## config.mk

```make
export PLATFORM = sky130hd
export DESIGN_NAME = multiplexed_servo_pulse_generator
export DESIGN_NICKNAME = d
export VERILOG_FILES = /design/src/hdl/msp_pkg.sv /design/src/hdl/msp_phase_calc.sv /design/src/hdl/multiplexed_servo_pulse_generator.sv
export SDC_FILE = /design/constraint.sdc
export NUM_CORES = 1
export LEC_CHECK = 0
export ABC_AREA = 1
export BUFFER_PORTS_ARGS = -buffer_cell sky130_fd_sc_hd__buf_2
export CAP_MARGIN = 10
export CORE_MARGIN = 2
export CORE_UTILIZATION = 40
export CTS_BUF_LIST = sky130_fd_sc_hd__clkbuf_4 sky130_fd_sc_hd__clkbuf_8
export DETAILED_ROUTE_END_ITERATION = 12
export HOLD_SLACK_MARGIN = 0.06
export PLACE_DENSITY_LB_ADDON = 0.12
export SYNTH_ARGS = -nofsm -noshare
export SYNTH_HDL_FRONTEND = slang
export SYNTH_SLANG_ARGS = --single-unit
```

## constraint.sdc

```tcl
create_clock -name clk -period 19.6 [get_ports clk]
set_clock_uncertainty 0.05 [all_clocks]
set_input_delay 0.98 -clock clk [delete_from_list [all_inputs] [get_ports clk]]
set_output_delay 0.98 -clock clk [all_outputs]
set_load 0.05 [all_outputs]
```

## src/hdl/msp_pkg.sv

```systemverilog
// Shared types and constants of the multiplexed servo pulse generator.
package msp_pkg;

	// Width of every configuration register data word and of the width input.
	localparam int CFG_W     = 12;
	localparam int CFG_IDX_W = 3;
	localparam int COUNT_W   = 4;
	localparam int SEL_W     = 3;
	localparam int PIN_COUNT = 8;
	localparam int PIN_IDX_W = 3;

	// Register values after reset.
	localparam logic [CFG_W-1:0]   MIN_PULSE_RST    = 12'd500;
	localparam logic [CFG_W-1:0]   MAX_PULSE_RST    = 12'd2500;
	localparam logic [CFG_W-1:0]   SLOT_LENGTH_RST  = 12'd2500;
	localparam logic [CFG_W-1:0]   MIN_LOW_TIME_RST = 12'd20;
	localparam logic [COUNT_W-1:0] SERVO_COUNT_RST  = 4'd8;

	// Configuration register indexes.
	typedef enum logic [CFG_IDX_W-1:0] {
		CFG_MIN_PULSE    = 3'd0,
		CFG_MAX_PULSE    = 3'd1,
		CFG_SLOT_LENGTH  = 3'd2,
		CFG_MIN_LOW_TIME = 3'd3,
		CFG_SERVO_COUNT  = 3'd4
	} msp_cfg_reg_t;

	// Input item kinds.
	typedef enum logic {
		CMD_TICK  = 1'b0,
		CMD_WRITE = 1'b1
	} msp_cmd_t;

endpackage

```

## src/hdl/msp_phase_calc.sv

```systemverilog
// Clamps the active servo's width and works out the length of the next phase.
module msp_phase_calc #(
	parameter int TICK_BITS = 12
) (
	input  logic [TICK_BITS-1:0]      width,
	input  logic [msp_pkg::CFG_W-1:0] min_pulse,
	input  logic [msp_pkg::CFG_W-1:0] max_pulse,
	input  logic [msp_pkg::CFG_W-1:0] slot_length,
	input  logic [msp_pkg::CFG_W-1:0] min_low_time,
	input  logic                      phase_low,
	output logic [TICK_BITS-1:0]      clamped,
	output logic [TICK_BITS-1:0]      length
);
	import msp_pkg::*;

	// Common compare width covering both the tick counter and the registers.
	localparam int CW = (TICK_BITS > CFG_W) ? TICK_BITS : CFG_W;

	logic [CW-1:0]        w_ext;
	logic [CW-1:0]        w_max;
	logic [CW-1:0]        w_min;
	logic [CW-1:0]        w_stored;
	logic [CW-1:0]        slot_ext;
	logic [CW-1:0]        low_ext;
	logic [CW-1:0]        slot_rest;
	logic [CW-1:0]        len_ext;
	logic [TICK_BITS-1:0] len_trunc;

	// Clamp: the upper bound first, then the lower bound, so the lower one wins.
	always_comb begin
		w_ext = CW'(width);
		w_max = (w_ext > CW'(max_pulse)) ? CW'(max_pulse) : w_ext;
		w_min = (w_max < CW'(min_pulse)) ? CW'(min_pulse) : w_max;
		clamped = TICK_BITS'(w_min);
		w_stored = CW'(clamped);
	end

	// The low phase fills the rest of the slot but never drops below the minimum.
	always_comb begin
		slot_ext  = CW'(slot_length);
		low_ext   = CW'(min_low_time);
		slot_rest = slot_ext - w_stored;
		if (!phase_low) begin
			len_ext = w_stored;
		end else if (slot_ext > w_stored && slot_rest >= low_ext) begin
			len_ext = slot_rest;
		end else begin
			len_ext = low_ext;
		end
		len_trunc = TICK_BITS'(len_ext);
		// A zero-length phase still takes one tick.
		length = (len_trunc == '0) ? TICK_BITS'(1) : len_trunc;
	end

endmodule

```

## src/hdl/multiplexed_servo_pulse_generator.sv

```systemverilog
// Top level of the multiplexed servo pulse generator.
//
//   Channel  Handshake              Payload
//   in       in_valid / in_ready    command, servo_select, pulse_width
//   out      out_valid / out_ready  servo_pins, active_servo, in_high_phase, slot_finished
//   cfg      cfg_valid / cfg_ready  cfg_index, cfg_data
//
// One item is taken per clock unless stalled; its result is registered the cycle after.
// The slot state and the width table update in the same cycle that the item is taken.
// A new item is taken while the output register is empty or being emptied in that cycle.
// A stall on the output side holds the result and stops further input transfers.
// Reset clears the width table, the slot state and the output valid, and loads the
// register defaults; configuration writes are always taken.
module multiplexed_servo_pulse_generator #(
	parameter int MAX_SERVOS = 8,
	parameter int TICK_BITS  = 12
) (
	input  logic                          clk,
	input  logic                          arst_n,

	input  logic                          in_valid,
	output logic                          in_ready,
	input  logic                          command,
	input  logic [msp_pkg::SEL_W-1:0]     servo_select,
	input  logic [msp_pkg::CFG_W-1:0]     pulse_width,

	output logic                          out_valid,
	input  logic                          out_ready,
	output logic [msp_pkg::PIN_COUNT-1:0] servo_pins,
	output logic [msp_pkg::PIN_IDX_W-1:0] active_servo,
	output logic                          in_high_phase,
	output logic                          slot_finished,

	input  logic                          cfg_valid,
	output logic                          cfg_ready,
	input  logic [msp_pkg::CFG_IDX_W-1:0] cfg_index,
	input  logic [msp_pkg::CFG_W-1:0]     cfg_data
);
	import msp_pkg::*;

	localparam int IDX_W = (MAX_SERVOS > 1) ? $clog2(MAX_SERVOS) : 1;

	// Configuration registers.
	logic [CFG_W-1:0]   min_pulse_q;
	logic [CFG_W-1:0]   max_pulse_q;
	logic [CFG_W-1:0]   slot_length_q;
	logic [CFG_W-1:0]   min_low_time_q;
	logic [COUNT_W-1:0] servo_count_q;

	// Slot state and width table.
	logic [TICK_BITS-1:0] width_table_q [MAX_SERVOS];
	logic [IDX_W-1:0]     current_q;
	logic                 phase_low_q;
	logic [TICK_BITS-1:0] ticks_left_q;

	// Output register.
	logic                 out_valid_q;
	logic [PIN_COUNT-1:0] servo_pins_q;
	logic [PIN_IDX_W-1:0] active_servo_q;
	logic                 high_q;
	logic                 finished_q;

	logic                 accept;
	logic                 is_write;
	logic                 sel_in_range;
	logic [IDX_W-1:0]     sel_idx;
	logic [TICK_BITS-1:0] clamped;
	logic [TICK_BITS-1:0] phase_len;
	logic                 phase_start;
	logic [TICK_BITS-1:0] ticks_run;
	logic [TICK_BITS-1:0] ticks_next;
	logic                 phase_end;
	logic [IDX_W:0]       next_raw;
	logic [IDX_W-1:0]     next_idx;
	logic                 high_now;
	logic                 finished_now;
	logic [PIN_COUNT-1:0] pins_now;

	assign cfg_ready = 1'b1;
	assign in_ready  = !out_valid_q || out_ready;
	assign accept    = in_valid && in_ready;
	assign is_write  = (command == CMD_WRITE);

	// Clamp and phase length for the active servo.
	msp_phase_calc #(
		.TICK_BITS (TICK_BITS)
	) u_calc (
		.width        (width_table_q[current_q]),
		.min_pulse    (min_pulse_q),
		.max_pulse    (max_pulse_q),
		.slot_length  (slot_length_q),
		.min_low_time (min_low_time_q),
		.phase_low    (phase_low_q),
		.clamped      (clamped),
		.length       (phase_len)
	);

	// Tick countdown, phase end and the index of the next servo.
	always_comb begin
		phase_start  = (ticks_left_q == '0);
		ticks_run    = phase_start ? phase_len : ticks_left_q;
		ticks_next   = ticks_run - TICK_BITS'(1);
		phase_end    = (ticks_next == '0);
		next_raw     = {1'b0, current_q} + (IDX_W + 1)'(1);
		if (32'(next_raw) >= 32'(servo_count_q) || 32'(next_raw) >= MAX_SERVOS) begin
			next_idx = '0;
		end else begin
			next_idx = IDX_W'(next_raw);
		end
		sel_in_range = (32'(servo_select) < MAX_SERVOS);
		sel_idx      = IDX_W'(servo_select);
	end

	// Result fields of the item being taken.
	always_comb begin
		if (is_write) begin
			high_now     = !phase_start && !phase_low_q;
			finished_now = 1'b0;
		end else begin
			high_now     = !phase_low_q;
			finished_now = phase_end && phase_low_q;
		end
		if (high_now && 32'(current_q) < PIN_COUNT) begin
			pins_now = PIN_COUNT'(1) << current_q;
		end else begin
			pins_now = '0;
		end
	end

	// Configuration register writes; unknown indexes are dropped.
	always_ff @(posedge clk or negedge arst_n) begin
		if (!arst_n) begin
			min_pulse_q    <= MIN_PULSE_RST;
			max_pulse_q    <= MAX_PULSE_RST;
			slot_length_q  <= SLOT_LENGTH_RST;
			min_low_time_q <= MIN_LOW_TIME_RST;
			servo_count_q  <= SERVO_COUNT_RST;
		end else if (cfg_valid && cfg_ready) begin
			case (cfg_index)
				CFG_MIN_PULSE:    min_pulse_q    <= cfg_data;
				CFG_MAX_PULSE:    max_pulse_q    <= cfg_data;
				CFG_SLOT_LENGTH:  slot_length_q  <= cfg_data;
				CFG_MIN_LOW_TIME: min_low_time_q <= cfg_data;
				CFG_SERVO_COUNT:  servo_count_q  <= cfg_data[COUNT_W-1:0];
				default: ;
			endcase
		end
	end

	// Width table: host writes, and the clamped width written back at a phase start.
	always_ff @(posedge clk or negedge arst_n) begin
		if (!arst_n) begin
			for (int i = 0; i < MAX_SERVOS; i++) begin
				width_table_q[i] <= '0;
			end
		end else if (accept) begin
			if (is_write) begin
				if (sel_in_range) begin
					width_table_q[sel_idx] <= TICK_BITS'(pulse_width);
				end
			end else if (phase_start) begin
				width_table_q[current_q] <= clamped;
			end
		end
	end

	// Slot sequencing on timer ticks.
	always_ff @(posedge clk or negedge arst_n) begin
		if (!arst_n) begin
			current_q    <= '0;
			phase_low_q  <= 1'b0;
			ticks_left_q <= '0;
		end else if (accept && !is_write) begin
			ticks_left_q <= ticks_next;
			if (phase_end) begin
				phase_low_q <= !phase_low_q;
				if (phase_low_q) begin
					current_q <= next_idx;
				end
			end
		end
	end

	// Output register valid.
	always_ff @(posedge clk or negedge arst_n) begin
		if (!arst_n) begin
			out_valid_q <= 1'b0;
		end else if (accept) begin
			out_valid_q <= 1'b1;
		end else if (out_ready) begin
			out_valid_q <= 1'b0;
		end
	end

	// Output register payload.
	always_ff @(posedge clk) begin
		if (accept) begin
			servo_pins_q   <= pins_now;
			active_servo_q <= PIN_IDX_W'(current_q);
			high_q         <= high_now;
			finished_q     <= finished_now;
		end
	end

	assign out_valid     = out_valid_q;
	assign servo_pins    = servo_pins_q;
	assign active_servo  = active_servo_q;
	assign in_high_phase = high_q;
	assign slot_finished = finished_q;

endmodule

```

### After elaboration in Yosys (flattened, before gate mapping)

Cells that the tools add are included.

* $add $sub $neg: 3
* $lt $le $gt $ge: 10
* eq/ne operators: 4
* shifts and indexed selects: 1
* muxes and demuxes: 21
* bitwise logic cells: 2
* reductions and logical operators: 27

Operators with widths (count)
* 96-bit bitwise mux: 2
* 96-bit two-way mux: 2
* 12-bit two-way mux: 10
* 12-bit demux with 3-bit select: 2
* 12-bit binary-select mux with 3-bit select: 1
* 12-bit zero test: 3
* 12-bit > comparator: 2
* 2-bit AND reduction: 7
* 12-bit greater-or-equal comparator: 1
* 4-bit greater-or-equal comparator, second input constant: 3
* 12-bit less-than comparator: 1
* 12-bit by 1-bit subtractor with 12-bit output, second input constant: 1
* 12-bit subtractor: 1
* 4-bit by 1-bit less-than comparator with 1-bit output, second input constant: 2
* 3-bit inverter with 4-bit output: 2
* 1-bit by 3-bit << shifter with 8-bit output, first input constant: 1
* 1-bit logical AND: 7
* 3-bit by 2-bit equality test with 1-bit output, second input constant: 2
* 3-bit by 1-bit adder with 4-bit output, second input constant: 1
* 4-bit greater-or-equal comparator: 1
* 1-bit zero test: 4
* 2-bit nonzero test: 2
* 3-bit by 1-bit equality test with 1-bit output, second input constant: 1
* 3-bit equality test, second input constant: 1
* other kinds (5): 8

* register bits after elaboration: 178
* output and inout bits: 16
* word-level logic and storage cells: 89

### Logic depth before layout (Yosys ltp)

Gate-level depths: netlist of the first run.

* depth after elaboration: 19
* depth in mapped cells: 74
* mapped depth without buffers: 71

### Cells and area by module

From an unflattened synthesis of the first run, not the netlist that was laid out.

* cell total of the unflattened synthesis: 1524
* area, all modules: 11682.5 um^2

Modules (own cells, without submodules)
* multiplexed_servo_pulse_generator: times used 1, cells each 1069, area an instance 9203.8 um^2, sequential area each 4543.1 um^2
* msp_phase_calc: times used 1, cells each 455, area an instance 2478.6 um^2, sequential area each 0.0 um^2

### Least setup slack after synthesis of the first run

OpenSTA, ideal clock, no wires.

* path type: flip-flop to flip-flop
* from: register current_q[0]
* to: register current_q[1]
* data arrival time: 8733 ps
* required time: 19485 ps
* path slack: 10752 ps
* cell stages (with the launch flop): 69
* path buffers: 6
* period minus slack after synthesis: 8848 ps
* cells stage by stage: dfrtp_1 buf_4 inv_2 nand2_1 inv_1 a221oi_1 o2111ai_1 ha_1 nand2_1 inv_1 nand2_1 inv_1 nand2_1 nand3_1 nand2_2 buf_2 clkbuf_1 nand2_1 [... 33 more ...] nor2_1 nand2_1 nor2_1 nand2_1 nand2_1 nand2_1 buf_4 ha_1 nand2_1 nor2_2 nand3_1 xor2_1 nand3_1 nor2_2 nand3_2 nor2_4 nand3_1 nand2_1

* word-level cells in the longest chain between the ends: 19
* elaborated cells on any way between the ends: 25

RTL lines
* start: declaration: RTL line multiplexed_servo_pulse_generator.sv:52 `logic [IDX_W-1:0] current_q;`
* start signal: assignment: RTL line multiplexed_servo_pulse_generator.sv:178 `current_q <= next_idx;`
* 3-bit inverter with 4-bit output (not written as such) *: RTL line multiplexed_servo_pulse_generator.sv:88 `.width (width_table_q[current_q]),`
* 12-bit binary-select mux with 3-bit select *: RTL line multiplexed_servo_pulse_generator.sv:88
* 12-bit two-way mux (not written as such) * (2 in series): RTL line multiplexed_servo_pulse_generator.sv:88
* 12-bit > comparator: RTL line msp_phase_calc.sv:32 `w_max = (w_ext > CW'(max_pulse)) ? CW'(max_pulse) : w_ext;`
* 12-bit two-way mux *: RTL line msp_phase_calc.sv:32
* 12-bit less-than comparator: RTL line msp_phase_calc.sv:33 `w_min = (w_max < CW'(min_pulse)) ? CW'(min_pulse) : w_max;`
* 12-bit two-way mux *: RTL line msp_phase_calc.sv:33
* 12-bit subtractor: RTL line msp_phase_calc.sv:42 `slot_rest = slot_ext - w_stored;`
* [... 3 more ...]
* 12-bit two-way mux *: RTL line msp_phase_calc.sv:43 `if (!phase_low) begin`
* 12-bit zero test: RTL line msp_phase_calc.sv:52 `length = (len_trunc == '0) ? TICK_BITS'(1) : len_trunc;`
* 12-bit two-way mux *: RTL line msp_phase_calc.sv:52
* 12-bit two-way mux *: RTL line multiplexed_servo_pulse_generator.sv:101 `ticks_run = phase_start ? phase_len : ticks_left_q;`
* 12-bit by 1-bit subtractor with 12-bit output *: RTL line multiplexed_servo_pulse_generator.sv:102 `ticks_next = ticks_run - TICK_BITS'(1);`
* named net ticks_next[0]: RTL line multiplexed_servo_pulse_generator.sv:71 `logic [TICK_BITS-1:0] ticks_next;`
* 12-bit zero test *: RTL line multiplexed_servo_pulse_generator.sv:103 `phase_end = (ticks_next == '0);`
* 3-bit AND reduction (no line) *

The timed path passes the listed nets; every way through them passes the cells marked *. The select of a mux whose other input is x is not followed.
A chain may end at the register's enable or synchronous reset.

### Final worst setup path of the first run

* from: register current_q[1]
* to: register current_q[2]

* word-level cells in the longest chain between the ends: 19
* elaborated cells on any way between the ends: 25

RTL lines
* 3-bit inverter with 4-bit output (not written as such): RTL line multiplexed_servo_pulse_generator.sv:88
* 12-bit binary-select mux with 3-bit select: RTL line multiplexed_servo_pulse_generator.sv:88
* 12-bit two-way mux (not written as such) (2 in series): RTL line multiplexed_servo_pulse_generator.sv:88
* 12-bit > comparator: RTL line msp_phase_calc.sv:32
* 12-bit two-way mux: RTL line msp_phase_calc.sv:32
* 12-bit less-than comparator: RTL line msp_phase_calc.sv:33
* 12-bit two-way mux: RTL line msp_phase_calc.sv:33
* 12-bit subtractor: RTL line msp_phase_calc.sv:42
* [... 2 more ...]
* 12-bit two-way mux: RTL line msp_phase_calc.sv:45 `end else if (slot_ext > w_stored && slot_rest >= low_ext) begin`
* 12-bit two-way mux: RTL line msp_phase_calc.sv:43
* 12-bit zero test: RTL line msp_phase_calc.sv:52
* 12-bit two-way mux: RTL line msp_phase_calc.sv:52
* 12-bit two-way mux: RTL line multiplexed_servo_pulse_generator.sv:101
* 12-bit by 1-bit subtractor with 12-bit output: RTL line multiplexed_servo_pulse_generator.sv:102
* 12-bit zero test: RTL line multiplexed_servo_pulse_generator.sv:103
* 3-bit AND reduction (no line)

Several ways; a longest one is shown, not always the timed one. The select of a mux whose other input is x is not followed.

==> impl_results.md, run 1 <==
* Outcome: finished clean
* Async SR Flop Fraction at 92.70%
* CP max stage cell: dfrtp_1
* Nature of the critical path endpoint: flop
* Initial Util at 40.84%
* Clock latency on the worst-skew pair at 500 ps
* Initial DRC count at 1031
* Crit-path max FO at 23
* Crit path kind: flop to flop
* Count of clock tree sinks at 178
* CP dominant cell by count: nand2_1
* Setup violations, final at 0
* Met2 routed WL at 17120 um
* Slew Viols, Final at 0
* Remaining DRCs at 0
* YS warnings at 0
* Syn_nets at 1599
* PwrDens at 193.5 mW/mm^2
* Final Cycle Share at 53.71%
* Storage element area at 0.004543 mm^2
* Finished Layout Cells at 1934
* Fin crit period at 10530 ps
* Area taken by multi-input logic gates at 0.005732 mm^2
* Worst Setup Slack, final at 9073 ps
* Number of buffers created by CTS at 17
* Chip height at 172.9 um
* Sequential area share after synthesis at 39.82%
* Post-synth EDFFs at 13
* Leakage power at 6.093 nW
* Peak supply drop at 0.1705 mV
* Die area at 0.02989 mm^2
* Buffers on Ports at 50
* Mean Syn Cell Area at 7.565 um^2
* Top FF cell, synth: dfrtp_1
* TritonCTS clock tree: yes
* Grt total ovfl at 0
* Largest net degree at the start of global routing at 70
* Wl on met1 at 17020 um
* Hold Path Class: primary input to async pin
* GRT Overall Usage at 25.46%
* Slew HR at 31.70%
* CP max stage delay at 620 ps
* Root buffer cell: clkbuf_8
* GP Congestion at 0.9002
* Number of H-tree levels at 4
* Synth unique cells at 52
* Worst Setup Start Kind: flop
* Via count at 10510
* Share of layout cells above drive strength 1 at 12.02%
* DP Cell Count at 1902
* Hold-fix buffers, CTS at 0
* Clk slew on worst S/H paths at 110 ps
* Post-synthesis register bit count at 178
* Worst EP arrival at 10920 ps
* Post-Layout Inst Area at 0.01243 mm^2
* Die width at 172.9 um
* Final hold vios at 0
* Site Rows at 61
* Final ANT Viol Nets at 0
* Layout area overhead at 8.927%
* Antenna Cells at 0
* Met3 routed WL at 2210 um
* Final nets at 1634
* Hold_ws at 325.7 ps
* Clock Tree Buf Depth at 2
* R2R Setup Slk at 9070 ps
* Drt wl/cell at 19.50 um
* Pre-Repair DR Iteration Count at 5
* CP Data Required Time at 19990 ps
* Postcts setup bufs at 0
* Core ar. at 0.02793 mm^2
* Max-Cap Viols at 0
* Unrepaired setup endpoints after global routing: false
* Post-Syn Area at 0.01141 mm^2
* # IOs at 52
* First-pass GRT wire length at 59100 um
* Post-CTS resize count at 0
* Setup TNS at 0 ps
* Vias in the first global route at 9993
* Placed cell areas at 0.01204 mm^2
* Least-Margin Pin Slew at 1021 ps
* Syn Inst Count at 1508
* Place WS at 9300 ps
* Hpwl dp at 27150 um
* Power Total at 2.404 mW
* Post-route core utilization at 44.49%
* Initial antenna violation count at 0
* Filler cells at 2929
* Maximum clock rate at 94.99 MHz
* Via/cell ratio at 5.435
* Post-Route WL at 37720 um
* Highest metal used: met4
## final timing paths
path | startpoint | endpoint | cells past startpoint
max | current_q[1] | current_q[2] | 61
min | arst_n | width_table_q[82] | 1
max reg2reg | current_q[1] | current_q[2] | 61
min reg2reg | servo_count_q[3] | servo_count_q[3] | 2
max in group asynchronous | arst_n | ticks_left_q[5] | 3
min in group clk | servo_count_q[3] | servo_count_q[3] | 2
## critical path: cells and delay by family, from the launching register on
family / cells / cell delay (ps)
flops: 1 / 620
xor+xnor: 1 / 180
buf+inv: 7 / 840
simple gates: 33 / 4220
fa+ha+maj: 6 / 1610
compound gates: 14 / 2930
## registers in the layout, summed over array words and instances, names as in the netlist, 3 cells and up
| signal | count |
|---|---|
| current_q | 3 |
| min_low_time_q | 12 |
| slot_length_q | 12 |
| width_table_q | 96 |
| min_pulse_q | 12 |
| servo_pins | 8 |
| active_servo | 3 |
| max_pulse_q | 12 |
| ticks_left_q | 12 |
| servo_count_q | 4 |
## layer usage
layer	vias up	global-route usage, %
met4	0	10.59
met5	-	0
li1	5082	-
met1	5027	34.44
met3	60	4.485
met2	343	40.32
## area by class of cell
type / instances / share of cell area (%)
tap: 378 / 3.806
multi-input combinational: 1040 / 46.12
sequential: 178 / 36.56
inverter: 236 / 7.128
clock buffer: 20 / 2.114
timing repair buffer: 70 / 3.272
clock inverter: 12 / 0.9968
## power by group
group          internal (mW)  switching (mW)  total [mW]
combinational          0.502            1.10        1.60
sequential             0.478          0.0586       0.537
clock                  0.110           0.156       0.266
total                   1.09            1.31        2.40
## synthesized netlist by cell type, drive strengths merged (3+ instances only)
cell type / instances / area, um^2
o22ai: 12 / 75.07
a22oi: 60 / 450.4
ha: 55 / 688.2
clkbuf: 39 / 146.4
or2: 8 / 50.05
nand4: 11 / 68.82
a221oi: 6 / 58.80
nand2: 403 / 1605
a211oi: 4 / 30.03
o21ai: 105 / 548.0
buf: 15 / 101.3
dfstp: 19 / 499.2
inv: 222 / 833.3
nand3: 59 / 320.3
edfxtp: 13 / 390.4
clkinv: 14 / 52.55
a21oi: 149 / 768.3
nor3: 16 / 85.08
o21bai: 3 / 22.52
o2111ai: 8 / 76.32
a2bb2oi: 40 / 350.3
nand3b: 6 / 45.04
dfrtp: 146 / 3654
xor2: 3 / 26.28
nor2: 77 / 331.6
## kinds of logic after synthesis
| group | after synthesis | synth area share, % |
|---|---|---|
| AOI/OAI and AO/OA | 398 | 21.77 |
| adders and majority gates | 55 | 6.032 |
| xor gates and xnor gates | 5 | 0.3839 |
| DFF | 178 | 39.82 |
| buffers and inverters | 290 | 9.936 |
| and+or+nand+nor | 581 | 22.02 |
| other | 1 | 0.03287 |
## layout by cell type (no fill, tap or decap), drive strengths merged, types with 55 or more instances in the layout
| cell | count |
|---|---|
| dfrtp | 146 |
| a22oi | 60 |
| ha | 55 |
| a21oi | 149 |
| inv | 227 |
| nand2 | 403 |
| o21ai | 105 |
| nand3 | 59 |
| buf | 70 |
| nor2 | 77 |
Power figures use the tool's default switching activity.
==> run 2: changes to the inputs <==
Clock period 19.6 ns to 9.1 ns, I/O delays scaled along.
==> impl_results.md, run 2 (synthesis results as in run 1) <==
* Outcome: finished clean
* Area taken by multi-input logic gates at 0.006236 mm^2 (+8.8%)
* Core ar. at 0.02793 mm^2 (unchanged)
* CP dominant cell by count: nand2_1
* Setup violations, final at 0 (unchanged)
* Share of layout cells above drive strength 1 at 19.70% (+7.7 points)
* Slew HR at 27.33% (-4.4 points)
* Number of buffers created by CTS at 17 (unchanged)
* Crit-path max FO at 8 (-65%)
* Final Cycle Share at 95.13% (+41 points)
* Site Rows at 61 (unchanged)
* Nature of the critical path endpoint: flop
* Post-route core utilization at 47.84% (+3.4 points)
* Final nets at 1682 (+2.9%)
* GRT Overall Usage at 26.24% (+0.78 points)
* CP max stage delay at 500 ps (-120 ps)
* Count of clock tree sinks at 178 (unchanged)
* Crit path kind: flop to flop
* # IOs at 52 (unchanged)
* Biggest register: width_table_q
* Root buffer cell: clkbuf_8
* Final hold vios at 0 (unchanged)
* Final ANT Viol Nets at 0 (unchanged)
* Hold Path Class: primary input to async pin
* First-pass GRT wire length at 60760 um (+2.8%)
* Maximum clock rate at 115.5 MHz (+22%)
* Hold_ws at 21.58 ps (-304.2 ps)
* Peak supply drop at 0.3634 mV (+110%)
* Antenna Cells at 0 (unchanged)
* Fin crit period at 8657 ps (-1870 ps)
* GP Congestion at 0.9515 (+5.7%)
* Via count at 10950 (+4.2%)
* Leakage power at 6.417 nW (+5.3%)
* Buf+Inv Stages, Crit Path at 6 (-1)
* Vias in the first global route at 10390 (+4.0%)
* Initial Util at 40.84% (unchanged)
* Crit path launch: current_q[0]
* Largest register FFs at 96 (unchanged)
* R2R Setup Slk at 440 ps (-8630 ps)
* Worst Setup Start Kind: flop
* Slew Viols, Final at 0 (unchanged)
* Storage element area at 0.004547 mm^2 (about the same)
* Largest net degree at the start of global routing at 108 (+54%)
* Grt total ovfl at 0 (unchanged)
* Worst Setup EP: current_q[1]
* Initial antenna violation count at 0 (unchanged)
* Layout area overhead at 17.14%
* Worst r2r dst: current_q[1]
* Buffers on Ports at 50 (unchanged)
* Die area at 0.02989 mm^2 (unchanged)
* Filler cells at 2857 (-2.5%)
* Chip height at 172.9 um (unchanged)
* Max-Cap Viols at 0 (unchanged)
* CP Data Required Time at 9500 ps (-10490 ps)
* Commonest non-fill, non-tap cells in the layout: nand2_1 (368), inv_1 (207), dfrtp_1 (143), a21oi_1 (136), o21ai_0 (74)
* CP max stage cell: dfrtp_2
* Initial DRC count at 1315 (+28%)
* Hpwl dp at 27790 um (+2.4%)
* Worst path depth at 62 (+1.6%)
* Worst EP arrival at 9050 ps (-1870 ps)
* Clock Tree Buf Depth at 2 (unchanged)
* Clk slew on worst S/H paths at 120 ps (about the same)
* TritonCTS clock tree: yes
* Pre-Repair DR Iteration Count at 6 (+1)
* Clock latency on the worst-skew pair at 510 ps (about the same)
* Worst r2r src: current_q[0]
* Drt wl/cell at 19.91 um (+2.1%)
* Remaining DRCs at 0 (unchanged)
* Least-Margin Pin Slew at 1086 ps (+65.35 ps)
* Number of H-tree levels at 4 (unchanged)
* Post-Route WL at 39460 um (+4.6%)
* PwrDens at 436.3 mW/mm^2 (+130%)
* Delay-heaviest family, CP: simple AND/OR/NAND/NOR gates
* Die width at 172.9 um (unchanged)
* Reg2Reg Depth at 62 (+1.6%)
* Most common cell after layout, fill and taps aside: nand2_1
* Hold-fix buffers, CTS at 0 (unchanged)
* Via/cell ratio at 5.526 (+1.7%)
[run 2: cell types whose count changed in the layout (fill, tap and decap cells not counted), moves of 12 or more]
cell,delta
o21ai_0,-20
nand2_1,-18
nand2_2,+15
o21ai_1,+12
buf_4,+36
[run 2: per-layer routing]
metal / track usage (%) / up-vias / wire length [um]
li1: - / 5186 / -
met2: 40.68 / 414 / 17730
met5: 0 / - / 0
met4: 12.43 / 0 / 1773
met3: 5.035 / 83 / 2714
met1: 35.37 / 5270 / 17250
[run 2: worst reg2reg max path: cells and delay by family (launching register included)]
family	cells	cell delay, ps
buffers and inverters	6	490
DFF	1	500
adders and majority gates	6	1340
AOI/OAI and AO/OA	13	2390
xor gates and xnor gates	1	210
and+or+nand+nor	36	3650
[run 2: report_power, final]
group / total (mW) / internal [mW] / leakage, nW / switching, mW
sequential: 1.17 / 1.03 / 2.07 / 0.136
clock: 0.595 / 0.252 / 0.202 / 0.343
combinational: 4.07 / 1.43 / 4.15 / 2.64
[run 2: timing repair]
action,4_1_cts,5_1_grt
resized for setup,4,135
setup endpoints to repair,2,17
cloned,0,4
pin swaps,1,53
setup buffers,1,24
[run 2: area by class of cell]
type,count,share of cell area (%)
clock inverter,14,1.170
tap,378,3.539
multi-input combinational,1043,46.66
inverter,236,6.741
timing repair buffer,115,6.057
sequential,178,34.02
clock buffer,18,1.807
[run 2: worst min-delay path by stage]
stage                                start           endpoint  slack, ps  cells after the start
after floorplan                     arst_n       current_q[0]        110                      0
after global placement      max_pulse_q[4]     max_pulse_q[4]        420                      2
after detailed placement  servo_count_q[1]   servo_count_q[1]        420                      2
after CTS                           arst_n  width_table_q[86]         70                      1
after global routing                arst_n  width_table_q[73]        120                      1
final                               arst_n  width_table_q[64]         20                      1
[run 2: through the flow]
stage               TNS (ps)  std cells  setup slack (ps)  power [mW]  instance area (um^2)
floorplan                  0       1508             251.9       3.569                 11410
global placement           0       1921             198.0       4.584                 12180
detailed placement    -12.67       1921            -12.67       4.609                 12180
CTS                        0       1954             15.17       5.220                 12600
global route          -716.2       1982            -176.5       6.283                 13360
finish                     0       1982             442.7       5.831                 13360
